--- src/hw/rtl/sls_pkg.sv ---
package sls_pkg;

    // Width of the size registers and of the result fields.
    localparam int CFG_W    = 11;
    localparam int DOWN_W   = 21;
    localparam int BORDER_W = 12;
    localparam int UNLIKE_W = 22;
    localparam int PAIRS_W  = 21;

    // Stream widths: the input spin sits in bit 0 of one byte; the result
    // packs down_count, border_down_count and unlike_pairs from bit 0 up.
    localparam int IN_TDATA_W  = 8;
    localparam int OUT_FIELD_W = DOWN_W + BORDER_W + PAIRS_W;
    localparam int OUT_TDATA_W = ((OUT_FIELD_W + 7) / 8) * 8;

    // Register map.
    localparam int PADDR_W = 3;
    localparam int PDATA_W = 32;
    localparam logic REG_ROWS = 1'b0;
    localparam logic REG_COLS = 1'b1;

    // Position information of one cell, handed from the scan stage to the
    // accumulate stage.
    typedef struct packed {
        logic spin;
        logic first_col;
        logic first_row;
        logic border;
        logic lattice_end;
    } sls_cell_t;

endpackage

--- src/hw/rtl/sls_ram.sv ---
module sls_ram #(
    parameter int WIDTH = 1,
    parameter int DEPTH = 1024
) (
    input  logic                     clk,
    input  logic                     wr_en,
    input  logic [$clog2(DEPTH)-1:0] wr_addr,
    input  logic [WIDTH-1:0]         wr_data,
    input  logic                     rd_en,
    input  logic [$clog2(DEPTH)-1:0] rd_addr,
    output logic [WIDTH-1:0]         rd_data
);

    logic [WIDTH-1:0] mem [DEPTH];
    logic [WIDTH-1:0] rd_data_reg;

    always_ff @(posedge clk)
    begin
        if (wr_en)
        begin
            mem[wr_addr] <= wr_data;
        end
        if (rd_en)
        begin
            rd_data_reg <= mem[rd_addr];
        end
    end

    assign rd_data = rd_data_reg;

endmodule

--- src/hw/rtl/sls_scan.sv ---
module sls_scan #(
    parameter int MAX_ROWS = 1024,
    parameter int MAX_COLS = 1024
) (
    input  logic                          clk,
    input  logic                          rst_n,
    input  logic [sls_pkg::CFG_W-1:0]     rows,
    input  logic [sls_pkg::CFG_W-1:0]     cols,
    input  logic                          accept,
    input  logic                          spin,
    output logic [$clog2(MAX_COLS)-1:0]   col_addr,
    output sls_pkg::sls_cell_t            scan_info
);

    import sls_pkg::*;

    localparam int CW  = $clog2(MAX_COLS);
    localparam int RW  = $clog2(MAX_ROWS);
    localparam int RSW = ((CFG_W > RW + 1) ? CFG_W : RW + 1) + 1;
    localparam int CSW = ((CFG_W > CW + 1) ? CFG_W : CW + 1) + 1;

    logic [CW-1:0]  col_reg, col_next;
    logic [RW-1:0]  row_reg, row_next;
    logic [RSW-1:0] rows_ext, nr_m1;
    logic [CSW-1:0] cols_ext, nc_m1;
    logic           last_col, last_row;

    // Sizes below two act as two, sizes above the maximum act as the maximum.
    always_comb
    begin
        rows_ext = RSW'(rows);
        cols_ext = CSW'(cols);
        if (rows_ext < RSW'(2))
        begin
            nr_m1 = RSW'(1);
        end
        else if (rows_ext > RSW'(MAX_ROWS))
        begin
            nr_m1 = RSW'(MAX_ROWS - 1);
        end
        else
        begin
            nr_m1 = rows_ext - RSW'(1);
        end
        if (cols_ext < CSW'(2))
        begin
            nc_m1 = CSW'(1);
        end
        else if (cols_ext > CSW'(MAX_COLS))
        begin
            nc_m1 = CSW'(MAX_COLS - 1);
        end
        else
        begin
            nc_m1 = cols_ext - CSW'(1);
        end
    end

    assign last_col = CSW'(col_reg) >= nc_m1;
    assign last_row = RSW'(row_reg) >= nr_m1;

    always_comb
    begin
        col_next = col_reg;
        row_next = row_reg;
        if (accept)
        begin
            if (!last_col)
            begin
                col_next = col_reg + CW'(1);
            end
            else
            begin
                col_next = '0;
                row_next = last_row ? '0 : row_reg + RW'(1);
            end
        end
    end

    always_ff @(posedge clk or negedge rst_n)
    begin
        if (!rst_n)
        begin
            col_reg <= '0;
            row_reg <= '0;
        end
        else
        begin
            col_reg <= col_next;
            row_reg <= row_next;
        end
    end

    assign col_addr = col_reg;

    always_comb
    begin
        scan_info.spin        = spin;
        scan_info.first_col   = (col_reg == '0);
        scan_info.first_row   = (row_reg == '0);
        scan_info.border      = (col_reg == '0) || (row_reg == '0) || last_col || last_row;
        scan_info.lattice_end = last_col && last_row;
    end

endmodule

--- src/hw/rtl/sls_accum.sv ---
module sls_accum #(
    parameter int AW = 10
) (
    input  logic                             clk,
    input  logic                             rst_n,
    input  logic                             accept,
    input  sls_pkg::sls_cell_t               scan_info,
    input  logic [AW-1:0]                    col_addr,
    input  logic                             above_spin,
    output logic                             stage_ready,
    output logic                             wr_en,
    output logic [AW-1:0]                    wr_addr,
    output logic                             wr_data,
    output logic                             out_valid,
    input  logic                             out_ready,
    output logic [sls_pkg::DOWN_W-1:0]       down_count,
    output logic [sls_pkg::BORDER_W-1:0]     border_down_count,
    output logic [sls_pkg::PAIRS_W-1:0]      unlike_pairs
);

    import sls_pkg::*;

    logic               s1_valid_reg, s1_valid_next;
    sls_cell_t          s1_cell_reg;
    logic [AW-1:0]      s1_addr_reg;
    logic               left_reg;
    logic [DOWN_W-1:0]   down_reg, down_next, down_sum;
    logic [BORDER_W-1:0] border_reg, border_next, border_sum;
    logic [UNLIKE_W-1:0] unlike_reg, unlike_next, unlike_sum;
    logic               out_valid_reg, out_valid_next;
    logic [DOWN_W-1:0]   out_down_reg;
    logic [BORDER_W-1:0] out_border_reg;
    logic [PAIRS_W-1:0]  out_unlike_reg;
    logic               stall, fire, h_diff, v_diff;

    // A finished lattice can only leave the stage when the result register is free.
    assign stall = s1_valid_reg && s1_cell_reg.lattice_end && out_valid_reg && !out_ready;
    assign fire  = s1_valid_reg && !stall;
    assign stage_ready = !stall;

    assign h_diff = !s1_cell_reg.first_col && (left_reg != s1_cell_reg.spin);
    assign v_diff = !s1_cell_reg.first_row && (above_spin != s1_cell_reg.spin);

    always_comb
    begin
        down_sum   = down_reg + DOWN_W'(s1_cell_reg.spin);
        border_sum = border_reg + BORDER_W'(s1_cell_reg.spin && s1_cell_reg.border);
        unlike_sum = unlike_reg + UNLIKE_W'(h_diff) + UNLIKE_W'(v_diff);
        down_next   = down_reg;
        border_next = border_reg;
        unlike_next = unlike_reg;
        if (fire)
        begin
            if (s1_cell_reg.lattice_end)
            begin
                down_next   = '0;
                border_next = '0;
                unlike_next = '0;
            end
            else
            begin
                down_next   = down_sum;
                border_next = border_sum;
                unlike_next = unlike_sum;
            end
        end
        s1_valid_next = stall ? s1_valid_reg : accept;
        if (fire && s1_cell_reg.lattice_end)
        begin
            out_valid_next = 1'b1;
        end
        else
        begin
            out_valid_next = out_valid_reg && !out_ready;
        end
    end

    always_ff @(posedge clk or negedge rst_n)
    begin
        if (!rst_n)
        begin
            s1_valid_reg  <= 1'b0;
            left_reg      <= 1'b0;
            down_reg      <= '0;
            border_reg    <= '0;
            unlike_reg    <= '0;
            out_valid_reg <= 1'b0;
        end
        else
        begin
            s1_valid_reg  <= s1_valid_next;
            down_reg      <= down_next;
            border_reg    <= border_next;
            unlike_reg    <= unlike_next;
            out_valid_reg <= out_valid_next;
            if (fire)
            begin
                left_reg <= s1_cell_reg.spin;
            end
        end
    end

    always_ff @(posedge clk)
    begin
        if (accept)
        begin
            s1_cell_reg <= scan_info;
            s1_addr_reg <= col_addr;
        end
        if (fire && s1_cell_reg.lattice_end)
        begin
            out_down_reg   <= down_sum;
            out_border_reg <= border_sum;
            out_unlike_reg <= unlike_sum[PAIRS_W-1:0];
        end
    end

    assign wr_en             = fire;
    assign wr_addr           = s1_addr_reg;
    assign wr_data           = s1_cell_reg.spin;
    assign out_valid         = out_valid_reg;
    assign down_count        = out_down_reg;
    assign border_down_count = out_border_reg;
    assign unlike_pairs      = out_unlike_reg;

endmodule

--- src/hw/rtl/spin_lattice_statistics_unit.sv ---
// Spin lattice statistics unit.
// The input stream (s_axis_*) carries one lattice cell per request in raster
// order; s_axis_tdata[0] is 1 for a down spin. For every lattice the unit
// counts the down spins, the down spins on the border and the adjacent pairs
// with differing spins. After the last cell it sends one request on the output
// stream (m_axis_*) with the three totals and clears its counters.
// The lattice size comes from the rows and cols registers on the APB port;
// they are to be written only while no lattice is in flight, which the unit
// does not enforce. Throughput is one cell per clock while s_axis_tready is
// high. The previous row is kept in a one-bit line store RAM: a cell's read is
// issued in its acceptance cycle and registered with the cell; the compare,
// write back and, for the last cell, the result load run as it leaves that stage.
// The result sits in an output register; new cells are accepted while it
// waits. Only when another lattice completes before the previous result was
// taken does s_axis_tready drop until the output register frees.
// Reset clears the position, the counters and the output; rows and cols
// return to their maximum. The line store is not cleared, since every entry
// is written before it is read within a lattice.
module spin_lattice_statistics_unit #(
    parameter int MAX_ROWS = 1024,
    parameter int MAX_COLS = 1024
) (
    input  logic                              clk,
    input  logic                              rst_n,
    // APB configuration port.
    input  logic                              psel,
    input  logic                              penable,
    input  logic                              pwrite,
    input  logic [sls_pkg::PADDR_W-1:0]       paddr,
    input  logic [sls_pkg::PDATA_W-1:0]       pwdata,
    output logic [sls_pkg::PDATA_W-1:0]       prdata,
    output logic                              pready,
    // Input stream.
    input  logic                              s_axis_tvalid,
    output logic                              s_axis_tready,
    input  logic [sls_pkg::IN_TDATA_W-1:0]    s_axis_tdata,  // [0] spin_down
    // Output stream.
    output logic                              m_axis_tvalid,
    input  logic                              m_axis_tready,
    // [20:0] down_count, [32:21] border_down_count, [53:33] unlike_pairs
    output logic [sls_pkg::OUT_TDATA_W-1:0]   m_axis_tdata
);

    import sls_pkg::*;

    localparam int AW = $clog2(MAX_COLS);
    localparam int CFG_MAX = (1 << CFG_W) - 1;
    localparam logic [CFG_W-1:0] ROWS_RESET =
        CFG_W'((MAX_ROWS > CFG_MAX) ? CFG_MAX : MAX_ROWS);
    localparam logic [CFG_W-1:0] COLS_RESET =
        CFG_W'((MAX_COLS > CFG_MAX) ? CFG_MAX : MAX_COLS);

    logic [CFG_W-1:0]    rows_reg, cols_reg;
    logic                cfg_write;
    logic                accept, stage_ready, above_spin;
    logic [AW-1:0]       col_addr, wr_addr;
    logic                wr_en, wr_data;
    sls_cell_t           scan_info;
    logic [DOWN_W-1:0]   down_count;
    logic [BORDER_W-1:0] border_down_count;
    logic [PAIRS_W-1:0]  unlike_pairs;

    // Register file: rows at byte address 0, cols at byte address 4.
    assign pready    = 1'b1;
    assign cfg_write = psel && penable && pwrite;

    always_ff @(posedge clk or negedge rst_n)
    begin
        if (!rst_n)
        begin
            rows_reg <= ROWS_RESET;
            cols_reg <= COLS_RESET;
        end
        else if (cfg_write)
        begin
            if (paddr[2] == REG_ROWS)
            begin
                rows_reg <= pwdata[CFG_W-1:0];
            end
            else
            begin
                cols_reg <= pwdata[CFG_W-1:0];
            end
        end
    end

    assign prdata = (paddr[2] == REG_COLS) ? PDATA_W'(cols_reg) : PDATA_W'(rows_reg);

    assign s_axis_tready = stage_ready;
    assign accept        = s_axis_tvalid && stage_ready;

    // Position tracking and border classification of the incoming cell.
    sls_scan #(
        .MAX_ROWS (MAX_ROWS),
        .MAX_COLS (MAX_COLS)
    ) u_scan (
        .clk       (clk),
        .rst_n     (rst_n),
        .rows      (rows_reg),
        .cols      (cols_reg),
        .accept    (accept),
        .spin      (s_axis_tdata[0]),
        .col_addr  (col_addr),
        .scan_info (scan_info)
    );

    // Line store holding the spins of the row above the current cell.
    sls_ram #(
        .WIDTH (1),
        .DEPTH (MAX_COLS)
    ) u_line (
        .clk     (clk),
        .wr_en   (wr_en),
        .wr_addr (wr_addr),
        .wr_data (wr_data),
        .rd_en   (accept),
        .rd_addr (col_addr),
        .rd_data (above_spin)
    );

    // Compare against the neighbors, update the counters, hold the result.
    sls_accum #(
        .AW (AW)
    ) u_accum (
        .clk               (clk),
        .rst_n             (rst_n),
        .accept            (accept),
        .scan_info         (scan_info),
        .col_addr          (col_addr),
        .above_spin        (above_spin),
        .stage_ready       (stage_ready),
        .wr_en             (wr_en),
        .wr_addr           (wr_addr),
        .wr_data           (wr_data),
        .out_valid         (m_axis_tvalid),
        .out_ready         (m_axis_tready),
        .down_count        (down_count),
        .border_down_count (border_down_count),
        .unlike_pairs      (unlike_pairs)
    );

    assign m_axis_tdata = OUT_TDATA_W'({unlike_pairs, border_down_count, down_count});

endmodule
--- config.mk ---
export PLATFORM = sky130hd
export DESIGN_NAME = spin_lattice_statistics_unit
export DESIGN_NICKNAME = d
export VERILOG_FILES = /design/src/hw/rtl/sls_pkg.sv /design/src/hw/rtl/sls_ram.sv /design/src/hw/rtl/sls_scan.sv /design/src/hw/rtl/sls_accum.sv /design/src/hw/rtl/spin_lattice_statistics_unit.sv
export SDC_FILE = /design/constraint.sdc
export NUM_CORES = 2
export LEC_CHECK = 0
export BUFFER_PORTS_ARGS = -buffer_cell sky130_fd_sc_hd__buf_4
export CAP_MARGIN = 0
export CELL_PAD_IN_SITES_DETAIL_PLACEMENT = 1
export CELL_PAD_IN_SITES_GLOBAL_PLACEMENT = 1
export CORE_MARGIN = 4
export CORE_UTILIZATION = 50
export CTS_BUF_LIST = sky130_fd_sc_hd__clkbuf_16
export DETAILED_ROUTE_END_ITERATION = 6
export PLACE_DENSITY_LB_ADDON = 0.1
export SETUP_SLACK_MARGIN = 0.5
export SKIP_LAST_GASP = 1
export SLEW_MARGIN = 20
export SYNTH_ARGS = -nofsm -noshare
export SYNTH_HDL_FRONTEND = slang
export SYNTH_HIERARCHICAL = 1
export SYNTH_SLANG_ARGS = --single-unit
--- constraint.sdc ---
create_clock -name clk -period 21.4 [get_ports clk]
set_clock_uncertainty 0.2 [all_clocks]
set_input_delay 4.28 -clock clk [delete_from_list [all_inputs] [get_ports clk]]
set_output_delay 4.28 -clock clk [all_outputs]
set_load 0.1 [all_outputs]
# Yosys cells after proc, flatten, opt, wreduce, memory -nomap -nowiden
# Memory sizes are Yosys's and may differ from the RTL's. A register that Yosys moved wholly into a read port is not among the register bits.
# Cells that the tools add are included.
[word_totals]
elab_cells = 75
output_inout_bits = 91
memories = 1
regBits = 169
inputBits = 50
mem_bits_rw = 1024
[memory_table]
columns = ["name", "words", "word_bits", "rd", "rd_ports_with_merged_regs", "wr", "line", "text"]
rows = [
  ["u_line.mem", 1024, 1, 1, 1, 1, "sls_ram.sv:14", "logic [WIDTH-1:0] mem [DEPTH];"],
]
[classes]
n_reduce_logical = 25
muxes = 13
add_sub_neg = 8
eq_ne = 2
bitwise_logic = 1
n_lt_le_gt_ge = 6
[op_table]
columns = ["cell", "count"]
rows = [
  ["$mux 12", 5],
  ["$add 22x1->22", 2],
  ["$ge 10x12->1", 2],
  ["$sub 11x1->12 const B", 2],
  ["$gt 11x11->1 const B", 2],
  ["$lt 11x2->1 const B", 2],
  ["$mux 22", 1],
  ["$add 21x1->21", 1],
  ["$mux 21", 1],
  ["$add 10x1->10 const B", 2],
  ["$logic_not 10->1", 2],
  ["$mux 10", 2],
  ["$logic_and 1x1->1", 13],
  ["$add 12x1->12", 1],
  ["$mux 11", 1],
  ["$reduce_and 2->1", 3],
  ["$logic_not 1->1", 4],
  ["$logic_or 1x1->1", 3],
  ["$mux 1", 3],
  ["$ne 1x1->1", 2],
  ["$not 1->1", 1],
]

# Depth between registers and ports, before layout
[depth]
depth_word = 7
mapped_depth = 15
ltp_nobuf = 14

# Cells and area by module
# Netlist, hierarchy kept.
[by_module_without_submodules]
columns = ["module", "cells_per_inst", "seq_area_each_um2", "area_per_inst_um2", "n_inst"]
rows = [
  ["sls_ram", 3112, 30779.5, 44666.6, 1],
  ["sls_accum", 504, 3498.4, 5870.6, 1],
  ["sls_scan", 242, 500.5, 2064.5, 1],
  ["spin_lattice_statistics_unit", 87, 553.0, 1257.5, 1],
]

# Worst setup path before layout
# OpenSTA, ideal clock, no wires.
[synth_timing]
path_kind = "register -> register"
from = "reg u_accum.s1_cell_reg, in the netlist u_accum/wr_data"
to = "reg u_accum.out_down_reg[18], in the netlist u_accum/down_count[18] (data pin)"
path_buffers = 0
path_slack_ns = 6.084
stages_incl_launch_ff = 7
required_time_ns = 20.939
t_arrival_ns = 14.855
cell_sequence = "edfxtp_1 ha_1 ha_1 nand2_1 nor4_2 and3_1 xor2_1"
[synth_between]
elab_chain_cells = 1
[synth_rtl]
columns = ["item", "line", "text"]
rows = [
  ["start: declaration", "sls_accum.sv:24", "sls_cell_t s1_cell_reg;"],
  ["start signal: assignment", "sls_accum.sv:107", "s1_cell_reg <= scan_info;"],
  ["$add 21x1->21", "sls_accum.sv:46", "down_sum = down_reg + DOWN_W'(s1_cell_reg.spin);"],
  ["via u_accum.down_sum[18]", "sls_accum.sv:27", "logic [DOWN_W-1:0] down_reg, down_next, down_sum;"],
  ["end signal: assignment", "sls_accum.sv:112", "out_down_reg <= down_sum;"],
  ["end: declaration", "sls_accum.sv:31", "logic [DOWN_W-1:0] out_down_reg;"],
]
# The timed path passes the listed nets, and every way through them passes these cells.
# A chain may end at the register's enable or synchronous reset.

# Final worst setup path
[layout_timing]
from = "in paddr[2] (netlist name)"
to = "out prdata[4] (netlist name)"
[layout_between]
elab_chain_cells = 1
[layout_rtl]
columns = ["item", "line", "text"]
rows = [
  ["start: declaration", "spin_lattice_statistics_unit.sv:29", "input logic [sls_pkg::PADDR_W-1:0] paddr,"],
  ["$mux 11", "spin_lattice_statistics_unit.sv:87", "assign prdata = (paddr[2] == REG_COLS) ? PDATA_W'(cols_reg) : PDATA_W'(rows_reg);"],
  ["end: declaration", "spin_lattice_statistics_unit.sv:31", "output logic [sls_pkg::PDATA_W-1:0] prdata,"],
]
# Every way passes these cells.

==> results.sh <==
export IMPL_stdcell_count=5402
export IMPL_grt_use_total_pct=27.03
export IMPL_grt_max_degree=303
export IMPL_status="finished, final reports clean"
export IMPL_clkTransAtPathRegs_ns=0.06
export IMPL_numCtsBuffers=131
export IMPL_cts_repair_resized=0
export IMPL_tritoncts="yes"
export IMPL_cap_violations=0
export IMPL_regToRegSetupSlack_ns=16.16
export IMPL_numPortBuffers=86
export IMPL_p_int_mw=4.252
export IMPL_post_route_min_period_ns=9.552
export IMPL_placed_area_um2=55300
export IMPL_start_util_pct=50.31
export IMPL_dp_cells=5164
export IMPL_r2r_cells=9
export IMPL_setup_violations_final=0
export IMPL_netSwitchingFraction_pct=30.68
export IMPL_nNetsFinal=3979
export IMPL_power_share_combinational_pct=22.0
export IMPL_antenna_found_initial=1
export IMPL_total_power_mw=6.134
export IMPL_critical_path_endpoint="prdata[4]"
export IMPL_largest_reg_flops=1024
export IMPL_p_per_area_nw_per_um2=103.2
export IMPL_insertion_delay_ns=0.73
export IMPL_synth_flop_cell="edfxtp_1"
export IMPL_htree_levels=4
export IMPL_cp_end_kind="primary output"
export IMPL_cts_setup_buffers=0
export IMPL_synth_edff_count=1094
export IMPL_hold_viol_final=0
export IMPL_grt_pass1_wl_mm=225.4
export IMPL_die_width_um=336.2
export IMPL_clock_sinks=1193
export IMPL_ys_async_sr_fraction_pct=8.298
export IMPL_startpoint="paddr[2]"
export IMPL_fillCellCount=10230
export IMPL_synth_cell_types=97
export IMPL_ir_drop_mv=0.06403
export IMPL_core_um2=107100
export IMPL_seqPwrFrac_pct=43.6
export IMPL_first_pass_iters=5
export IMPL_worstHoldPathType="flip-flop to flip-flop"
export IMPL_design_area_um2=59420
export IMPL_ant_nets=0
export IMPL_ys_seq_area_share_pct=65.60
export IMPL_slew_viol_final=0
export IMPL_ys_ff_latch=1193
export IMPL_critPathLaunchType="input pin"
export IMPL_ys_warn_count=6
export IMPL_ctsHoldBuffers=0
export IMPL_cts_buffer_depth=3
export IMPL_layout_drive_gt1_share_pct=16.51
export IMPL_wl_per_cell_um=28.22
export IMPL_vias=33850
export IMPL_tightest_slew_ns=1.085
export IMPL_dieArea_um2=113000
export IMPL_path_max_fanout=13
export IMPL_syn_inst=3945
export IMPL_slew_headroom_pct=26.87
export IMPL_finalCritPeriodShare_pct=44.64
export IMPL_grt_setup_unrepaired="false"
export IMPL_fmax_mhz=104.7
export IMPL_rr_endpoint="u_line/rd_data$_DFFE_PP_"
export IMPL_path_class="input pin to primary output"
export IMPL_drc_errors=0
export IMPL_io_pins=141
export IMPL_cp_required_ns=16.92
export IMPL_post_dp_hpwl_mm=84.22
export IMPL_setup_tns_ns=0
export IMPL_switchingPower_mw=1.882
export IMPL_drtIter0Drc=3888
export IMPL_worstPathArrival_ns=5.07
export IMPL_vias_per_cell=6.267
export IMPL_p_leak_nw=19.06
export IMPL_syn_avg_cell_area_um2=13.65
export IMPL_die_y_um=336.2
export IMPL_area_growth_pct=10.33
export IMPL_syn_area_um2=53860
export IMPL_grt_ovfl_total=0
export IMPL_row_count=120
export IMPL_top_register="u_line/mem"
export IMPL_wl_mm=152.5
export IMPL_gp_congestion=0.8054
export IMPL_cts_root_buffer="clkbuf_16"
export IMPL_r2r_start="u_scan/col_addr[0]$_DFFE_PN0P_"
export IMPL_grt_pass1_vias=34930
export IMPL_pwr_share_clk_pct=34.4
[cell type report]
cell class / instances / area (um^2) / share of cell area, %
inverters: 38 / 145.1 / 0.2443
diodes: 1 / 2.502 / 0.004211
clock inverters: 98 / 600.6 / 1.011
multi-input cells: 2366 / 16820 / 28.31
clock buffers: 136 / 3403 / 5.727
well taps: 1403 / 1755 / 2.954
flip-flops and latches: 1193 / 35340 / 59.48
repair buffers: 167 / 1348 / 2.268
[cells in the final DEF, fill, tap and decap left out, drive strengths merged, types with 56 or more instances in the layout]
cell type / count
edfxtp: 1094
dfrtp: 97
buf: 167
nand2: 154
mux2i: 125
nand3: 67
inv: 74
nor2: 1073
clkbuf: 136
mux4: 214
o21ai: 60
clkinv: 56
[cells by family after synthesis]
| family | Yosys count | synth area share (%) |
|---|---|---|
| buffers and inverters | 408 | 3.670 |
| other | 2 | 0.01394 |
| adder cells (fa/ha/maj) | 32 | 0.7573 |
| AO/OA/AOI/OAI | 325 | 4.244 |
| flip-flops | 1193 | 65.60 |
| XOR/XNOR | 67 | 1.090 |
| AND/OR/NAND/NOR | 1542 | 12.34 |
| multiplexers | 376 | 12.28 |
[critical path, cell delays in order]
cell    delay [ns]
buf_4         0.18
mux2_2        0.37
buf_4         0.24
[power by group through the flow]
stage	combinational (mW)	clock [mW]	sequential (mW)
finish	1.35	2.11	2.68
global route	1.42	2.26	2.68
CTS	1.34	2.15	2.68
detailed placement	1.33	0	2.73
global placement	1.31	0	2.72
floorplan	0.874	0	2.75
[how the worst min path moves through the flow]
stage                                         start                               to  slack (ns)  cells past startpoint
CTS                 u_accum/down_reg[0]$_DFFE_PN0P_  u_accum/down_reg[0]$_DFFE_PN0P_        0.28                      2
detailed placement  u_accum/down_reg[0]$_DFFE_PN0P_  u_accum/down_reg[0]$_DFFE_PN0P_        0.26                      2
global route        u_accum/down_reg[0]$_DFFE_PN0P_  u_accum/down_reg[0]$_DFFE_PN0P_        0.30                      2
finish              u_accum/down_reg[0]$_DFFE_PN0P_  u_accum/down_reg[0]$_DFFE_PN0P_        0.28                      2
floorplan           u_accum/down_reg[0]$_DFFE_PN0P_  u_accum/down_reg[0]$_DFFE_PN0P_        0.24                      2
global placement    u_accum/down_reg[0]$_DFFE_PN0P_  u_accum/down_reg[0]$_DFFE_PN0P_        0.26                      2
[cells in the mapped netlist, types with 8 or more instances]
master       n  share of area [%]
nand3b_1    12               0.17
nor3_1      53               0.49
and2_1      14               0.16
inv_1       35               0.24
a31oi_1     12               0.14
buf_6       22               0.46
dfrtp_1     97                4.5
o22ai_1     30               0.35
edfxtp_1  1094                 61
and3_1      20               0.23
nor3b_1      8               0.11
buf_4       38               0.53
mux4_2     200                8.4
a22o_1      21               0.34
xnor2_1     44               0.72
mux2_2      17               0.36
o221ai_1    49               0.80
and4_1      10               0.16
o21ai_0     55               0.51
nand3_1     65               0.60
nand2b_1    20               0.23
mux2i_1    125                2.3
nand4_1     30               0.35
a21oi_1     49               0.46
nor4_1      17               0.20
ha_1        31               0.72
mux4_1      14               0.68
nor2b_1     19               0.22
clkbuf_1   213                1.5
nand2_1    153                1.1
mux2_4      20               0.56
or3_1        9               0.10
a22oi_1     17               0.24
nor2_1    1073                7.5
buf_2       25               0.23
buf_1       61               0.43
xor2_1      23               0.37
o31ai_1     18               0.25
[per-stage QoR]
stage	setup WS (ns)	utilization, %	hold WS [ns]
after floorplan	6.084	-	0.2428
after global placement	11.87	51.65	0.2590
after detailed placement	11.85	51.66	0.2645
after CTS	11.85	55.40	0.2764
after global routing	11.82	55.50	0.3012
final	11.85	55.51	0.2755
[per-layer routing]
metal / track usage, % / share of wire, %
met3: 3.792 / 7.3
met1: 37.09 / 40
met4: 7.007 / 2.4
met2: 45.88 / 50
met5: 0 / 0
No activity file was read; power rests on OpenSTA's default activity.
